===== config.mk =====
export PLATFORM = sky130hd
export DESIGN_NAME = particle_bounce_step
export DESIGN_NICKNAME = d
export VERILOG_FILES = /design/src/hdl/pbs_pkg.sv /design/src/hdl/pbs_cfg.sv /design/src/hdl/pbs_move.sv /design/src/hdl/pbs_resolve.sv /design/src/hdl/pbs_cell.sv /design/src/hdl/particle_bounce_step.sv
export VERILOG_INCLUDE_DIRS = /design/src /design/src/hdl
export SDC_FILE = /design/constraint.sdc
export NUM_CORES = 1
export LEC_CHECK = 0
export BUFFER_PORTS_ARGS = -buffer_cell sky130_fd_sc_hd__buf_2
export CAP_MARGIN = 20
export CORE_UTILIZATION = 41
export DETAILED_ROUTE_END_ITERATION = 16
export GPL_ROUTABILITY_DRIVEN = 0
export GPL_TIMING_DRIVEN = 0
export PLACE_DENSITY = 0.63
export SKIP_LAST_GASP = 1
export SLEW_MARGIN = 20
export SYNTH_ARGS = -nofsm -noshare
export SYNTH_HDL_FRONTEND = slang
export SYNTH_SLANG_ARGS = --single-unit

===== constraint.sdc =====
create_clock -name clk -period 7.6 [get_ports clk]
set_clock_uncertainty 0.15 [all_clocks]
set_input_delay 0.76 -clock clk [delete_from_list [all_inputs] [get_ports clk]]
set_output_delay 0.76 -clock clk [all_outputs]
set_load 0.01 [all_outputs]

===== src/hdl/particle_bounce_step_macros.svh =====
// Assertion helpers for the particle step pipeline.
// Both expect clk and arst_n in the enclosing module.
`ifndef PARTICLE_BOUNCE_STEP_MACROS_SVH
`define PARTICLE_BOUNCE_STEP_MACROS_SVH

// Condition that must hold at every clock outside reset
`define PBS_CHECK(lbl, cond, msg) \
	lbl: assert property (@(posedge clk) disable iff (!arst_n) (cond)) else $error(msg);

// Condition that must hold in the cycle after a trigger
`define PBS_CHECK_NEXT(lbl, pre, post, msg) \
	lbl: assert property (@(posedge clk) disable iff (!arst_n) (pre) |=> (post)) else $error(msg);

`endif


===== src/hdl/pbs_pkg.sv =====
`default_nettype none

package pbs_pkg;

	// field geometry
	localparam int FieldMaxX   = 79;
	localparam int FieldMaxY   = 15;
	localparam int VelBound    = 80;
	localparam int CellW       = 5;
	localparam int CellH       = 8;
	localparam int CellsPerRow = 16;
	// reciprocal of CellW scaled by 2^10, exact for x below 128
	localparam int Div5Mul     = 205;

	// register indexes
	localparam logic [1:0] CFG_GRAVITY = 2'd0;
	localparam logic [1:0] CFG_LOSS    = 2'd1;
	localparam logic [1:0] CFG_LIMIT   = 2'd2;

	// effective configuration seen by the datapath
	typedef struct packed {
		logic [2:0] gravity;
		logic [2:0] loss;
		logic [6:0] lim;
	} pbs_cfg_t;

	typedef struct packed {
		logic [2:0]        kick_y;
		logic [2:0]        kick_x;
		logic signed [7:0] vel_y;
		logic signed [7:0] vel_x;
		logic [3:0]        pos_y;
		logic [6:0]        pos_x;
	} pbs_in_t;

	// after gravity and velocity clamp
	typedef struct packed {
		logic [2:0]        kick_y;
		logic [2:0]        kick_x;
		logic signed [7:0] vel_y;
		logic signed [7:0] vel_x;
		logic [3:0]        pos_y;
		logic [6:0]        pos_x;
	} pbs_s1_t;

	// after move and bounce, wide values
	typedef struct packed {
		logic [2:0]        kick_y;
		logic [2:0]        kick_x;
		logic signed [9:0] vel_y;
		logic signed [9:0] vel_x;
		logic signed [9:0] pos_y;
		logic signed [9:0] pos_x;
	} pbs_s2_t;

	// resolved particle
	typedef struct packed {
		logic signed [7:0] vel_y;
		logic signed [7:0] vel_x;
		logic [3:0]        pos_y;
		logic [6:0]        pos_x;
	} pbs_s3_t;

	typedef struct packed {
		logic [4:0]        cell_index;
		logic [2:0]        dot_row;
		logic [2:0]        dot_col;
		logic              cell_row;
		logic [3:0]        cell_col;
		logic signed [7:0] new_vel_y;
		logic signed [7:0] new_vel_x;
		logic [3:0]        new_pos_y;
		logic [6:0]        new_pos_x;
	} pbs_out_t;

	// saturate a wide velocity to -lim..lim
	function automatic logic signed [7:0] sat_vel(input logic signed [9:0] v,
		input logic [6:0] lim);
		logic signed [9:0] l;
		logic signed [9:0] r;
		l = $signed({3'b000, lim});
		if (v > l) begin
			r = l;
		end else if (v < -l) begin
			r = -l;
		end else begin
			r = v;
		end
		return r[7:0];
	endfunction

endpackage

`default_nettype wire


===== src/hdl/pbs_cfg.sv =====
`default_nettype none

module pbs_cfg
	import pbs_pkg::*;
(
	input  wire logic       clk,
	input  wire logic       arst_n,
	input  wire logic       cfg_valid,
	output logic            cfg_ready,
	input  wire logic [1:0] cfg_index,
	input  wire logic [6:0] cfg_data,
	output pbs_cfg_t        cfg
);

	logic [2:0] gravity_q;
	logic [2:0] loss_q;
	logic [6:0] limit_q;

	assign cfg_ready = 1'b1;

	// register writes, unknown index ignored
	always_ff @(posedge clk or negedge arst_n) begin
		if (!arst_n) begin
			gravity_q <= 3'd1;
			loss_q    <= 3'd1;
			limit_q   <= 7'(VelBound);
		end else if (cfg_valid && cfg_ready) begin
			unique case (cfg_index)
				CFG_GRAVITY: gravity_q <= cfg_data[2:0];
				CFG_LOSS:    loss_q    <= cfg_data[2:0];
				CFG_LIMIT:   limit_q   <= cfg_data;
				default:     ;
			endcase
		end
	end

	// effective limit saturates at the velocity bound
	always_comb begin
		cfg.gravity = gravity_q;
		cfg.loss    = loss_q;
		cfg.lim     = (limit_q > 7'(VelBound)) ? 7'(VelBound) : limit_q;
	end

endmodule

`default_nettype wire


===== src/hdl/pbs_move.sv =====
`default_nettype none

module pbs_move
	import pbs_pkg::*;
(
	input  wire logic     clk,
	input  wire logic     arst_n,
	input  wire logic     adv,
	input  wire logic     v_in,
	input  wire pbs_in_t  d_in,
	input  wire pbs_cfg_t cfg,
	output logic          v_s2,
	output pbs_s2_t       d_s2
);

	logic              v_s1;
	pbs_s1_t           d_s1;
	logic signed [9:0] vy_grav;
	logic signed [9:0] vx_w;
	logic signed [9:0] vy_w;
	logic signed [9:0] px_w;
	logic signed [9:0] py_w;
	logic signed [9:0] loss_w;
	logic signed [9:0] vx_b;
	logic signed [9:0] vy_b;

	// stage 1: gravity and velocity clamp
	assign vy_grav = $signed({{2{d_in.vel_y[7]}}, d_in.vel_y}) - $signed({7'b0, cfg.gravity});

	always_ff @(posedge clk or negedge arst_n) begin
		if (!arst_n) begin
			v_s1 <= 1'b0;
		end else if (adv) begin
			v_s1 <= v_in;
		end
	end

	always_ff @(posedge clk) begin
		if (adv && v_in) begin
			d_s1.pos_x  <= d_in.pos_x;
			d_s1.pos_y  <= d_in.pos_y;
			d_s1.vel_x  <= sat_vel($signed({{2{d_in.vel_x[7]}}, d_in.vel_x}), cfg.lim);
			d_s1.vel_y  <= sat_vel(vy_grav, cfg.lim);
			d_s1.kick_x <= d_in.kick_x;
			d_s1.kick_y <= d_in.kick_y;
		end
	end

	// stage 2: move, then bounce off any reached wall
	always_comb begin
		vx_w   = $signed({{2{d_s1.vel_x[7]}}, d_s1.vel_x});
		vy_w   = $signed({{2{d_s1.vel_y[7]}}, d_s1.vel_y});
		loss_w = $signed({7'b0, cfg.loss});
		px_w   = $signed({3'b0, d_s1.pos_x}) + vx_w;
		py_w   = $signed({6'b0, d_s1.pos_y}) - vy_w;
		vx_b   = vx_w;
		vy_b   = vy_w;
		if (px_w <= 10'sd0 && vx_w < 10'sd0) begin
			vx_b = -vx_w - loss_w;
		end else if (px_w >= 10'(FieldMaxX) && vx_w > 10'sd0) begin
			vx_b = -vx_w + loss_w;
		end
		if (py_w <= 10'sd0 && vy_w > 10'sd0) begin
			vy_b = -vy_w + loss_w;
		end else if (py_w >= 10'(FieldMaxY) && vy_w < 10'sd0) begin
			vy_b = -vy_w - loss_w;
		end
	end

	always_ff @(posedge clk or negedge arst_n) begin
		if (!arst_n) begin
			v_s2 <= 1'b0;
		end else if (adv) begin
			v_s2 <= v_s1;
		end
	end

	always_ff @(posedge clk) begin
		if (adv && v_s1) begin
			d_s2.pos_x  <= px_w;
			d_s2.pos_y  <= py_w;
			d_s2.vel_x  <= vx_b;
			d_s2.vel_y  <= vy_b;
			d_s2.kick_x <= d_s1.kick_x;
			d_s2.kick_y <= d_s1.kick_y;
		end
	end

endmodule

`default_nettype wire


===== src/hdl/pbs_resolve.sv =====
`default_nettype none

module pbs_resolve
	import pbs_pkg::*;
(
	input  wire logic     clk,
	input  wire logic     arst_n,
	input  wire logic     adv,
	input  wire logic     v_in,
	input  wire pbs_s2_t  d_in,
	input  wire pbs_cfg_t cfg,
	output logic          v_s3,
	output pbs_s3_t       d_s3
);

`include "particle_bounce_step_macros.svh"

	logic signed [7:0] vx_c;
	logic signed [7:0] vy_c;
	logic signed [7:0] vx_f;
	logic signed [7:0] vx_n;
	logic signed [7:0] vy_n;
	logic [6:0]        px_n;
	logic [3:0]        py_n;
	logic              floor_hit;
	logic signed [7:0] lim_s;

	assign lim_s = $signed({1'b0, cfg.lim});

	// clamp, floor friction, kick for a resting particle
	always_comb begin
		vx_c = sat_vel(d_in.vel_x, cfg.lim);
		vy_c = sat_vel(d_in.vel_y, cfg.lim);
		priority if (d_in.pos_x < 10'sd0) begin
			px_n = 7'd0;
		end else if (d_in.pos_x > 10'(FieldMaxX)) begin
			px_n = 7'(FieldMaxX);
		end else begin
			px_n = d_in.pos_x[6:0];
		end
		priority if (d_in.pos_y < 10'sd0) begin
			py_n = 4'd0;
		end else if (d_in.pos_y > 10'(FieldMaxY)) begin
			py_n = 4'(FieldMaxY);
		end else begin
			py_n = d_in.pos_y[3:0];
		end
		floor_hit = (d_in.pos_y >= 10'(FieldMaxY));
		vx_f = vx_c;
		if (floor_hit) begin
			if (vx_c < 8'sd0) begin
				vx_f = vx_c + 8'sd1;
			end else if (vx_c > 8'sd0) begin
				vx_f = vx_c - 8'sd1;
			end
		end
		vx_n = vx_f;
		vy_n = vy_c;
		if (floor_hit && vy_c <= 8'sd0 && vx_f <= 8'sd1 && vx_f >= -8'sd1) begin
			vx_n = sat_vel($signed({7'b0, d_in.kick_x}), cfg.lim);
			vy_n = sat_vel($signed({7'b0, d_in.kick_y}), cfg.lim);
		end
	end

	always_ff @(posedge clk or negedge arst_n) begin
		if (!arst_n) begin
			v_s3 <= 1'b0;
		end else if (adv) begin
			v_s3 <= v_in;
		end
	end

	always_ff @(posedge clk) begin
		if (adv && v_in) begin
			d_s3.pos_x <= px_n;
			d_s3.pos_y <= py_n;
			d_s3.vel_x <= vx_n;
			d_s3.vel_y <= vy_n;
		end
	end

	// a freshly loaded particle respects the limit in force when it was resolved
	`PBS_CHECK_NEXT(a_vel_in_limit, adv && v_in, (d_s3.vel_x <= $past(lim_s)) && (d_s3.vel_x >= -$past(lim_s)) && (d_s3.vel_y <= $past(lim_s)) && (d_s3.vel_y >= -$past(lim_s)), "resolved velocity beyond speed limit")
	// a particle that reaches the floor is placed on the bottom row
	`PBS_CHECK_NEXT(a_floor_kick, adv && v_in && floor_hit, d_s3.pos_y == 4'(FieldMaxY), "floor particle lost its row")

endmodule

`default_nettype wire


===== src/hdl/pbs_cell.sv =====
`default_nettype none

module pbs_cell
	import pbs_pkg::*;
(
	input  wire logic     clk,
	input  wire logic     arst_n,
	input  wire logic     adv,
	input  wire logic     v_in,
	input  wire pbs_s3_t  d_in,
	output logic          v_out,
	output pbs_out_t      d_out
);

`include "particle_bounce_step_macros.svh"

	logic [14:0] prod;
	logic [3:0]  ccol;
	logic [6:0]  ccol_x5;
	logic [6:0]  rem;

	// x / 5 by reciprocal multiply, remainder by back-multiply
	always_comb begin
		prod    = {8'b0, d_in.pos_x} * 15'(Div5Mul);
		ccol    = prod[13:10];
		ccol_x5 = {1'b0, ccol, 2'b00} + {3'b000, ccol};
		rem     = d_in.pos_x - ccol_x5;
	end

	always_ff @(posedge clk or negedge arst_n) begin
		if (!arst_n) begin
			v_out <= 1'b0;
		end else if (adv) begin
			v_out <= v_in;
		end
	end

	always_ff @(posedge clk) begin
		if (adv && v_in) begin
			d_out.new_pos_x  <= d_in.pos_x;
			d_out.new_pos_y  <= d_in.pos_y;
			d_out.new_vel_x  <= d_in.vel_x;
			d_out.new_vel_y  <= d_in.vel_y;
			d_out.cell_col   <= ccol;
			d_out.cell_row   <= d_in.pos_y[3];
			d_out.dot_col    <= rem[2:0];
			d_out.dot_row    <= d_in.pos_y[2:0];
			d_out.cell_index <= {d_in.pos_y[3], ccol};
		end
	end

	`PBS_CHECK(a_dot_range, !v_out || (d_out.dot_col < 3'(CellW) && d_out.new_pos_x <= 7'(FieldMaxX)), "pixel column or x out of range")

endmodule

`default_nettype wire


===== src/hdl/particle_bounce_step.sv =====
// Particle bounce step: one particle update per beat.
// Register stages, in order: gravity/clamp, move/bounce, resolve,
// cell mapping.
// Throughput: one beat per cycle; all stages advance together and hold on output stall.
// Reset: arst_n asynchronous, clears stage valids; registers return to gravity 1,
// bounce loss 1, speed limit 80.
`default_nettype none

module particle_bounce_step
	import pbs_pkg::*;
(
	input  wire logic        clk,
	input  wire logic        arst_n,
	// s_tdata: pos_x[6:0], pos_y[10:7], vel_x[18:11], vel_y[26:19],
	//          kick_x[29:27], kick_y[32:30], zero fill
	input  wire logic        s_tvalid,
	output logic             s_tready,
	input  wire logic [39:0] s_tdata,
	// m_tdata: new_pos_x[6:0], new_pos_y[10:7], new_vel_x[18:11],
	//          new_vel_y[26:19], cell_col[30:27], cell_row[31], dot_col[34:32],
	//          dot_row[37:35], cell_index[42:38], zero fill
	output logic             m_tvalid,
	input  wire logic        m_tready,
	output logic [47:0]      m_tdata,
	input  wire logic        cfg_valid,
	output logic             cfg_ready,
	input  wire logic [1:0]  cfg_index,
	input  wire logic [6:0]  cfg_data
);

`include "particle_bounce_step_macros.svh"

	pbs_cfg_t cfg;
	pbs_in_t  d_in;
	logic     adv;
	logic     v_s2;
	pbs_s2_t  d_s2;
	logic     v_s3;
	pbs_s3_t  d_s3;
	pbs_out_t d_out;

	// whole pipe moves unless the output beat is stalled
	assign adv      = !m_tvalid || m_tready;
	assign s_tready = adv;
	assign d_in     = s_tdata[32:0];
	assign m_tdata  = {5'b0, d_out};

	pbs_cfg u_cfg (
		.clk       (clk),
		.arst_n    (arst_n),
		.cfg_valid (cfg_valid),
		.cfg_ready (cfg_ready),
		.cfg_index (cfg_index),
		.cfg_data  (cfg_data),
		.cfg       (cfg)
	);

	pbs_move u_move (
		.clk    (clk),
		.arst_n (arst_n),
		.adv    (adv),
		.v_in   (s_tvalid),
		.d_in   (d_in),
		.cfg    (cfg),
		.v_s2   (v_s2),
		.d_s2   (d_s2)
	);

	pbs_resolve u_resolve (
		.clk    (clk),
		.arst_n (arst_n),
		.adv    (adv),
		.v_in   (v_s2),
		.d_in   (d_s2),
		.cfg    (cfg),
		.v_s3   (v_s3),
		.d_s3   (d_s3)
	);

	pbs_cell u_cell (
		.clk    (clk),
		.arst_n (arst_n),
		.adv    (adv),
		.v_in   (v_s3),
		.d_in   (d_s3),
		.v_out  (m_tvalid),
		.d_out  (d_out)
	);

	// no input beat is taken while the output is stalled
	`PBS_CHECK(a_no_take_on_stall, !(m_tvalid && !m_tready) || !s_tready, "input taken during output stall")
	// a stalled pipe keeps its resolved stage
	`PBS_CHECK_NEXT(a_hold_s3, !adv && v_s3, v_s3 && $stable(d_s3), "stage 3 changed during stall")

endmodule

`default_nettype wire


# After elaboration in Yosys (flattened, before gate mapping)

Cells that the tools add are included.

Flip-flop bits (word level): 166
Output and inout bits: 51
Logic and storage cells: 125
Input bits: 54

Mux-type cells: 24
$add $sub $neg: 14
$lt $le $gt $ge: 31
Reductions and logical operators: 18
Eq/ne operators: 2
Multiply operators: 1

Operator list:

| cell                 | count |
|---|---|
| $mux 8               | 15 |
| $mux 10              | 4 |
| $mux 7               | 4 |
| $gt 8x1->1 const B   | 3 |
| $lt 8x1->1 const B   | 3 |
| $add 10x4->10        | 2 |
| $ge 10x5->1 const B  | 2 |
| $gt 10x8->1          | 2 |
| $le 10x1->1 const B  | 2 |
| $lt 10x1->1 const B  | 2 |
| $lt 10x10->1         | 2 |
| $lt 4x10->1          | 2 |
| $neg 8->10           | 2 |
| $sub 10x4->10        | 2 |
| $gt 3x7->1           | 2 |
| $mul 7x8->14 const B | 1 |
| $logic_and 1x1->1    | 11 |
| $ge 10x8->1 const B  | 1 |
| $gt 10x5->1 const B  | 1 |
| $gt 10x8->1 const B  | 1 |
| $lt 8x10->1          | 1 |
| $lt 9x10->1          | 1 |
| $neg 7->10           | 1 |
| $add 8x8->9          | 1 |
| other kinds (20)     | 22 |

# Logic depth before layout (Yosys ltp)

Gate-level depths: netlist (run 1).

Depth in word-level cells: 14
Depth in mapped cells: 29
Depth with buffers taken out: 25

# Hierarchy

A second synthesis (run 1) with hierarchy kept.

Cells, all modules: 1179
Area, all modules: 12149.2 um2

By module, submodules not included:

| module               | times used | cells an instance | area each (um2) |
|---|---|---|---|
| pbs_move             | 1          | 599               | 6134.6 |
| pbs_resolve          | 1          | 394               | 3350.7 |
| pbs_cell             | 1          | 140               | 2034.5 |
| pbs_cfg              | 1          | 39                | 581.8 |
| particle_bounce_step | 1          | 7                 | 47.5 |

# Worst setup path after synthesis (run 1)

OpenSTA, ideal clock, no wires.

Path type: register to register
Start point: reg u_cfg.limit_q[4]
End point: reg u_resolve.d_s3[11] (netlist name)
Required time: 7.188 ns
Path slack: 1.138 ns
Stages on the path, launching flop included: 29
Arrival time: 6.050 ns
Buffers on the path: 3
Clock period less this slack: 6.462 ns
Library setup time: 0.262 ns
Cells stage by stage: dfstp_2 -> buf_2 -> o21ai_2 -> nand2_1 -> ha_1 -> clkbuf_1 -> nand3_1 -> nand2_1 -> nor2b_1 -> clkbuf_1 -> inv_1 -> ha_1 -> a21o_1 -> a311oi_1 -> and2_1 -> nand2_1 -> o21ai_4 -> a211oi_1 -> nor2_1 -> ha_1 -> nand2_1 -> nor3_1 -> o2111ai_1 -> o21ai_0 -> o311ai_0 -> or4_4 -> nor4_4 -> a21oi_2 -> mux2_1

Word-level cells in the longest chain between the ends: 14

Ends and longest elaborated chain:

| element                                          | line                                 | text |
|---|---|---|
| start, declared                                  | pbs_cfg.sv:17                        | `logic [6:0] limit_q;` |
| start signal, assigned                           | pbs_cfg.sv:26                        | `limit_q <= 7'(VelBound);` |
| start signal, assigned                           | pbs_cfg.sv:31                        | `CFG_LIMIT: limit_q <= cfg_data;` |
| $gt 7x7->1                                       | pbs_cfg.sv:41                        | `cfg.lim = (limit_q > 7'(VelBound)) ? 7'(VelBound) : limit_q;` |
| $mux 7 *                                         | pbs_cfg.sv:41                        |  |
| $neg 7->10                                       | pbs_pkg.sv:84                        | `end else if (v < -l) begin` |
| $lt 10x10->1                                     | pbs_pkg.sv:84                        |  |
| $mux 8                                           | pbs_pkg.sv:84                        |  |
| $mux 8                                           | pbs_pkg.sv:82                        | `if (v > l) begin` |
| $sub 8x2->8 / $gt 8x1->1 (equally long branches) | pbs_resolve.sv:54, pbs_resolve.sv:53 |  |
| $mux 8                                           | pbs_resolve.sv:53                    | `end else if (vx_c > 8'sd0) begin` |
| $mux 8                                           | pbs_resolve.sv:51                    | `if (vx_c < 8'sd0) begin` |
| $mux 8                                           | pbs_resolve.sv:50                    | `if (floor_hit) begin` |
| $le 8x2->1                                       | pbs_resolve.sv:59                    | `if (floor_hit && vy_c <= 8'sd0 && vx_f <= 8'sd1 && vx_f >= -8'sd1) begin` |
| $logic_and 1x1->1 (2 in series)                  | pbs_resolve.sv:59                    |  |
| $mux 8 *                                         | pbs_resolve.sv:59                    |  |
| named net u_resolve.vx_n[0]                      | pbs_resolve.sv:21                    | `logic signed [7:0] vx_n;` |

Mark *: on every way through the listed nets, which the timed path passes. The rest lies on a longest branch.
A chain may end at the register's enable or synchronous reset.

# Final worst setup path (run 1)

Start point: reg u_cfg.limit_q[4]
End point: reg u_resolve.d_s3[21] (netlist name)

Word-level cells in the longest chain between the ends: 14

Ends and longest elaborated chain:

| element                                          | line                                 | text |
|---|---|---|
| $gt 7x7->1                                       | pbs_cfg.sv:41                        |  |
| $mux 7 *                                         | pbs_cfg.sv:41                        |  |
| $neg 7->10                                       | pbs_pkg.sv:84                        |  |
| $lt 10x10->1                                     | pbs_pkg.sv:84                        |  |
| $mux 8                                           | pbs_pkg.sv:84                        |  |
| $mux 8                                           | pbs_pkg.sv:82                        |  |
| $sub 8x2->8 / $gt 8x1->1 (equally long branches) | pbs_resolve.sv:54, pbs_resolve.sv:53 |  |
| $mux 8                                           | pbs_resolve.sv:53                    |  |
| $mux 8                                           | pbs_resolve.sv:51                    |  |
| $mux 8                                           | pbs_resolve.sv:50                    |  |
| $le 8x2->1                                       | pbs_resolve.sv:59                    |  |
| $logic_and 1x1->1 (2 in series)                  | pbs_resolve.sv:59                    |  |
| $mux 8 *                                         | pbs_resolve.sv:59                    |  |
| named net u_resolve.vy_n[2]                      | pbs_resolve.sv:22                    | `logic signed [7:0] vy_n;` |

Marked as above.

==> results.ini, run 1 <==
[min_path]
hp-class = input pin to async pin

[sta]
whs_ns = 0.09876
max_freq_mhz = 141.1
hold_viol_final = 0
tightest_slew_ns = 0.7694
relSlewSlack = 0.4823
setup_viol = 0
fin_tns_setup_ns = 0
grt_setup_unrepaired = false
worst_slack_ns = 0.5107
fin_crit_ns = 7.089
slew_viol_final = 0
fin_crit_sh = 0.9328

[layout]
antennaDiodeCount = 0
layout_commonest_cell = edfxtp_1
syn_to_final_growth_pct = 14.15
mostFrequentLayoutCells = 138 x edfxtp_1, 130 x ha_1, 93 x buf_2, 83 x nor2_1, 75 x inv_1
fin_cells = 1668
layout-drive-gt1-share = 0.1651
final_cell_area_sq_um = 13550
final_util = 0.4811
multi_input_area_sq_um = 6869
fin_nets = 1478
fillCellCount = 2649
regArea_sq_um = 4574

[routing]
ant_nets = 0
wl_mm = 29.82
drc = 0
vias = 9280
wl_per_cell_um = 17.88
vias_per_cell = 5.564
drtIter0Drc = 645
drt_pre_antenna_iters = 5

[worst_setup_path]
path_delay_family = simple AND/OR/NAND/NOR gates
cp.required_ns = 7.63
slowest_stage = or4_4
crit_buf_inv = 3
start_kind = flip-flop
crit_path_frequent_cell = nand2_1
timing_worst_setup_path_type = flip-flop to flip-flop
r2r_cells = 27
slowest_delay_ns = 0.56
end_kind = flip-flop
reg2reg_to = u_resolve.d_s3[21]
reg2reg_from = u_cfg.limit_q[4]
r2r_slack_ns = 0.51
cp_max_fo = 10
arrival_ns = 7.12

[logic_synthesis]
async_reset_ff_frac = 0.1097
synth-seq-area-share = 0.3854
postSynthCellCount = 1157
synth-main-ff-cell = edfxtp_1
synth_cell_types = 84
synth_area_leaders = edfxtp_1 35%, ha_1 14%, xnor2_1 3.0%, dfrtp_1 2.7%, fa_1 2.7%
synth_edf_count = 138
synth_largest_area_cell = edfxtp_1
ys_ff_latch = 155
synth_top_cell_area_share = 0.3491
ys_warn_count = 0
netlist_area_sq_um = 11870
postSynthAreaPerCell_sq_um = 10.26

[cts]
cts-hold-fix-buffers = 0
cts.sinks = 155
cts_buffers = 17
root_buffer = clkbuf_16
cts_tree = built
cts.clk_slew.worst_paths_ns = 0.07
h-tree-depth = 4
clkLatencyLatePin_ns = 0.44
clock_path_buffers = 2

[floorplanning]
rows = 61
die_y_um = 172.1
die_area_sq_um = 29630
ios = 105
start_util = 0.4214
die_w_um = 172.1
core_sq_um = 28160

[placed_design]
dp.cells = 1633
dp_slack_ns = -0.7232
portBuffers = 91
hpwl_mm = 22.94
place_area_sq_um = 12890

[grt]
gr-usage-all-layers = 0.2074
grt_overflow_total = 0
grt_pass1_vias = 8849
grt_max_degree = 33
antenna_found_initial = 0
grt_pass1_wl_mm = 47.15

[power_and_ir_drop]
cellLeakagePower_nw = 5.604
p_total_mw = 5.900
peakVddDrop_uv = 281.9
power.density_nw_per_um2 = 435.5

[outcome]
status = finished clean

[job]
cap_violations = 0

[report_power, final]
group	internal, mW	switching, mW
Sequential	1.45	0.198
Combinational	1.46	1.98
Clock	0.431	0.387
Total	3.34	2.56
[worst reg2reg max path, stage by stage (launching register included)]
cell and delay, ns:
dfstp_2 0.51, buf_2 0.22, o21ai_4 0.14, nand2_4 0.21, ha_4 0.24, nand3_1 0.19, nand2_1 0.17, nor2b_1 0.14
clkbuf_2 0.26, inv_1 0.21, ha_1 0.23, a21o_1 0.19, a311oi_4 0.40, and2_1 0.28, nand2_1 0.16, o21ai_4 0.23
a211oi_2 0.12, nor2_2 0.22, ha_1 0.27, nand2_1 0.09, nor3_1 0.20, o2111ai_1 0.16, o21ai_0 0.23, o311ai_0 0.24
or4_4 0.56, nor4_4 0.35, a21oi_2 0.12, mux2_1 0.34
[cells by family (layout without fill, tap and decap cells)]
family,after synthesis,after routing,share of synthesized area
adder cells (fa/ha/maj),158,158,0.1746
buffers and inverters,120,249,0.04385
AO/OA/AOI/OAI,270,270,0.1600
other,2,6,0.0006327
XOR/XNOR,62,62,0.04575
multiplexers,47,47,0.04206
flip-flops,155,155,0.3854
AND/OR/NAND/NOR,343,343,0.1477
[state kept, by name (all words and copies together), names as in the netlist]
signal,cells
u_move.d_s2,44
u_cfg.loss_q,3
u_cfg.gravity_q,3
u_resolve.d_s3,27
u_cfg.limit_q,7
u_move.v_s2,1
u_move.d_s1,33
u_cell.v_out,1
u_resolve.v_s3,1
u_move.v_s1,1
u_cell.d_out,34
[metal layers]
metal  wire length (um)  vias to the layer above  track usage  share of wire
met5                  0                        -            0              0
met4                673                        0      0.07003          0.023
met3               1944                       51      0.04601          0.065
met2              13810                      306       0.3313           0.46
met1              13390                     4380       0.2767           0.45
li1                   -                     4543            -              -
[timing repair]
action | CTS | global route
endpoints found under the setup margin | 16 | 15
buffers inserted | 0 | 4
gates resized for setup | 6 | 10
cloned | 0 | 0
pin swaps | 0 | 1
[worst max path at each step]
stage / startpoint / endpoint / slack [ns] / cells after the start
final: u_cfg.limit_q[4] / u_resolve.d_s3[21] / 0.51 / 27
after global routing: u_cfg.limit_q[4] / u_resolve.d_s3[17] / 0.05 / 28
after CTS: u_cfg.limit_q[4] / u_resolve.d_s3[17] / 0.13 / 28
after detailed placement: u_cfg.limit_q[4] / u_resolve.d_s3[17] / -0.72 / 28
after global placement: u_cfg.limit_q[4] / u_resolve.d_s3[11] / -0.59 / 27
after floorplan: u_cfg.limit_q[4] / u_resolve.d_s3[11] / 1.14 / 28
[Yosys cell counts (23+ instances only)]
cell      number
inv_1         76
nand2_1       67
xnor2_1       41
ha_1         131
mux2i_1       24
nor2b_1       30
nor3_1        34
nor2_1        85
a21oi_1       62
clkbuf_1      23
edfxtp_1     138
o21ai_0       47
nand3_1       23
[cell type report]
class | instances | area share
clock inverters | 14 | 0.009420
clock buffers | 18 | 0.03168
plain buffers | 43 | 0.01718
multi-input cells | 886 | 0.5070
inverters | 76 | 0.02133
well taps | 378 | 0.03491
repair buffers | 98 | 0.04082
flip-flops and latches | 155 | 0.3376
(Power assumes the default switching activity.)
==> run 2: changes to the inputs <==
--- a/config.mk
+++ b/config.mk
@@ -9,9 +9,9 @@
 export BUFFER_PORTS_ARGS = -buffer_cell sky130_fd_sc_hd__buf_2
 export CAP_MARGIN = 20
 export CORE_UTILIZATION = 41
+export CTS_CLUSTER_SIZE = 28
 export DETAILED_ROUTE_END_ITERATION = 16
 export GPL_ROUTABILITY_DRIVEN = 0
-export GPL_TIMING_DRIVEN = 0
 export PLACE_DENSITY = 0.63
 export SKIP_LAST_GASP = 1
 export SLEW_MARGIN = 20
==> run 2 against run 1 <==
Net effect: power rose by 0.70%; non-clock buffer count fell by 25; via count fell by 0.47%; critical endpoint unchanged; largest cell class unchanged.
==> results.ini, run 2 (synthesis gave the netlist of run 1 again) <==
[layout]
syn_to_final_growth_pct = 12.97
reg_top3 = u_move.d_s2 x44, u_cell.d_out x34, u_move.d_s1 x33
layout-drive-gt1-share = 0.1565  ; -0.008595
largest-register = u_move.d_s2
fin_nets = 1453  ; -1.7%
layout_commonest_cell = edfxtp_1
final_util = 0.4761  ; -0.004976
antennaDiodeCount = 0  ; unchanged
largest_register_ff_count = 44  ; unchanged
fillCellCount = 2571  ; -2.9%
final_cell_area_sq_um = 13410  ; -1.0%
mostFrequentLayoutCells = 138 x edfxtp_1, 131 x ha_1, 91 x buf_2, 85 x nor2_1, 76 x inv_1

[routing]
drt_pre_antenna_iters = 5  ; unchanged
ant_nets = 0  ; unchanged
drtIter0Drc = 646  ; +0.16%
drc = 0  ; unchanged
wl_per_cell_um = 17.78  ; -0.56%
vias = 9236  ; -0.47%
wl_mm = 29.21  ; -2.0%
vias_per_cell = 5.621  ; +1.0%

[placed_design]
place_area_sq_um = 12770  ; -0.95%
dp_slack_ns = 0.6871  ; +1.410 ns
hpwl_mm = 22.62  ; -1.4%
portBuffers = 91  ; unchanged

[cts]
cts-hold-fix-buffers = 0  ; unchanged
cts_tree = built
cts_setup_buffers = 0  ; unchanged
root_buffer = clkbuf_16
clock_path_buffers = 2  ; unchanged
cts.sinks = 155  ; unchanged
clkLatencyLatePin_ns = 0.43  ; about the same
h-tree-depth = 4  ; unchanged
cts.clk_slew.worst_paths_ns = 0.07  ; about the same
cts_buffers = 17  ; unchanged
cts-resized-gates = 0  ; -6

[floorplanning]
die_w_um = 172.1  ; unchanged
die_area_sq_um = 29630  ; unchanged
ios = 105  ; unchanged
start_util = 0.4214  ; unchanged
rows = 61  ; unchanged
die_y_um = 172.1  ; unchanged
core_sq_um = 28160  ; unchanged

[power_and_ir_drop]
p_comb_frac = 0.561  ; -0.022
clock_power_share = 0.156  ; +0.017
power.density_nw_per_um2 = 443.1  ; +1.7%
internal-power_mw = 3.431  ; +2.9%
switching_share = 0.4224  ; -0.01215
p_total_mw = 5.941  ; +0.70%
switchingPower_mw = 2.509  ; -2.1%
p_seq_frac = 0.283  ; +0.004
peakVddDrop_uv = 288.6  ; +2.4%
cellLeakagePower_nw = 5.579  ; -0.45%

[sta]
grt_setup_unrepaired = false
slew_viol_final = 0  ; unchanged
fin_tns_setup_ns = 0  ; unchanged
worst_slack_ns = 0.5394  ; +0.02871 ns
max_freq_mhz = 141.6  ; +0.41%
hold_viol_final = 0  ; unchanged
setup_viol = 0  ; unchanged
tightest_slew_ns = 0.9429  ; +0.1735 ns
fin_crit_ns = 7.061  ; -0.02871 ns
fin_crit_sh = 0.9290  ; -0.003778
relSlewSlack = 0.3701  ; -0.1122

[grt]
grt_pass1_vias = 8640  ; -2.4%
grt_max_degree = 45  ; +36%
grt_pass1_wl_mm = 46.02  ; -2.4%
grt_overflow_total = 0  ; unchanged
antenna_found_initial = 0  ; unchanged
gr-usage-all-layers = 0.2026  ; -0.004806

[worst_setup_path]
reg2reg_from = u_cfg.limit_q[5]
arrival_ns = 7.08  ; -0.04 ns
r2r_slack_ns = 0.54  ; +0.03 ns
end_kind = flip-flop
reg2reg_to = u_resolve.d_s3[21]
start_kind = flip-flop
cp_max_fo = 13  ; +3
r2r_cells = 27  ; unchanged
cp.required_ns = 7.62  ; about the same
timing_worst_setup_path_type = flip-flop to flip-flop

[outcome]
status = finished clean

[job]
cap_violations = 0  ; unchanged

[min_path]
hp-class = input pin to async pin

==> run 2: worst max-delay path by stage <==
stage	from	to	slack [ns]
2_1_floorplan	u_cfg.limit_q[4]	u_resolve.d_s3[11]	1.14
3_3_place_gp	u_cfg.limit_q[5]	u_resolve.d_s3[21]	0.79
3_5_place_dp	u_cfg.limit_q[5]	u_resolve.d_s3[11]	0.69
4_1_cts	u_cfg.limit_q[5]	u_resolve.d_s3[21]	0.66
5_1_grt	u_cfg.limit_q[5]	u_resolve.d_s3[21]	0.01
6_report	u_cfg.limit_q[5]	u_resolve.d_s3[21]	0.54
==> run 2: layer usage <==
metal | track usage | share of wire | vias up
met5 | 0 | 0 | -
met2 | 0.3289 | 0.46 | 327
met4 | 0.06156 | 0.019 | 0
met3 | 0.03388 | 0.063 | 45
li1 | - | - | 4498
met1 | 0.2757 | 0.46 | 4366
==> run 2: final cells by class <==
cell class              instances  area, sq um  area share
flip-flops and latches        155         4574      0.3412
clock buffers                  18        429.2     0.03201
clock inverters                14        207.7     0.01549
inverters                      76        285.3     0.02128
well taps                     378        473.0     0.03527
repair buffers                116        643.1     0.04797
multi-input cells             886         6795      0.5068
==> run 2: through the flow <==
step | hold WS [ns] | cells
floorplan | 0.2503 | 1161
global placement | 0.2514 | 1611
detailed placement | 0.2545 | 1611
CTS | 0.09398 | 1643
global route | 0.1173 | 1643
finish | 0.09706 | 1643
==> run 2: power groups by stage <==
| stage | clock network [mW] | logic [mW] | registers [mW] |
|---|---|---|---|
| floorplan | 0 | 2.51 | 1.64 |
| detailed placement | 0 | 3.30 | 1.70 |
| finish | 0.927 | 3.34 | 1.68 |
| global route | 0.975 | 3.77 | 1.71 |
| global placement | 0 | 3.24 | 1.69 |
| CTS | 0.945 | 3.34 | 1.68 |
==> run 2: worst max-delay path: stages, from the launching register on <==
cell and delay, ns:
dfrtp_1 0.51, o21ai_2 0.43, nand2_1 0.14, ha_1 0.34
nand3_1 0.18, nand2_1 0.12, nor2b_1 0.17, inv_1 0.26
ha_1 0.21, a21o_1 0.13, a311oi_1 0.09, buf_4 0.16
and2_1 0.19, a21oi_1 0.36, o21ai_4 0.10, buf_4 0.19
o221a_2 0.29, inv_1 0.14, ha_1 0.25, nand2_1 0.08
nor3_1 0.20, o2111ai_1 0.18, o21ai_0 0.23, o311ai_0 0.24
or4_4 0.56, nor4_4 0.34, a21oi_2 0.20, mux2_1 0.37
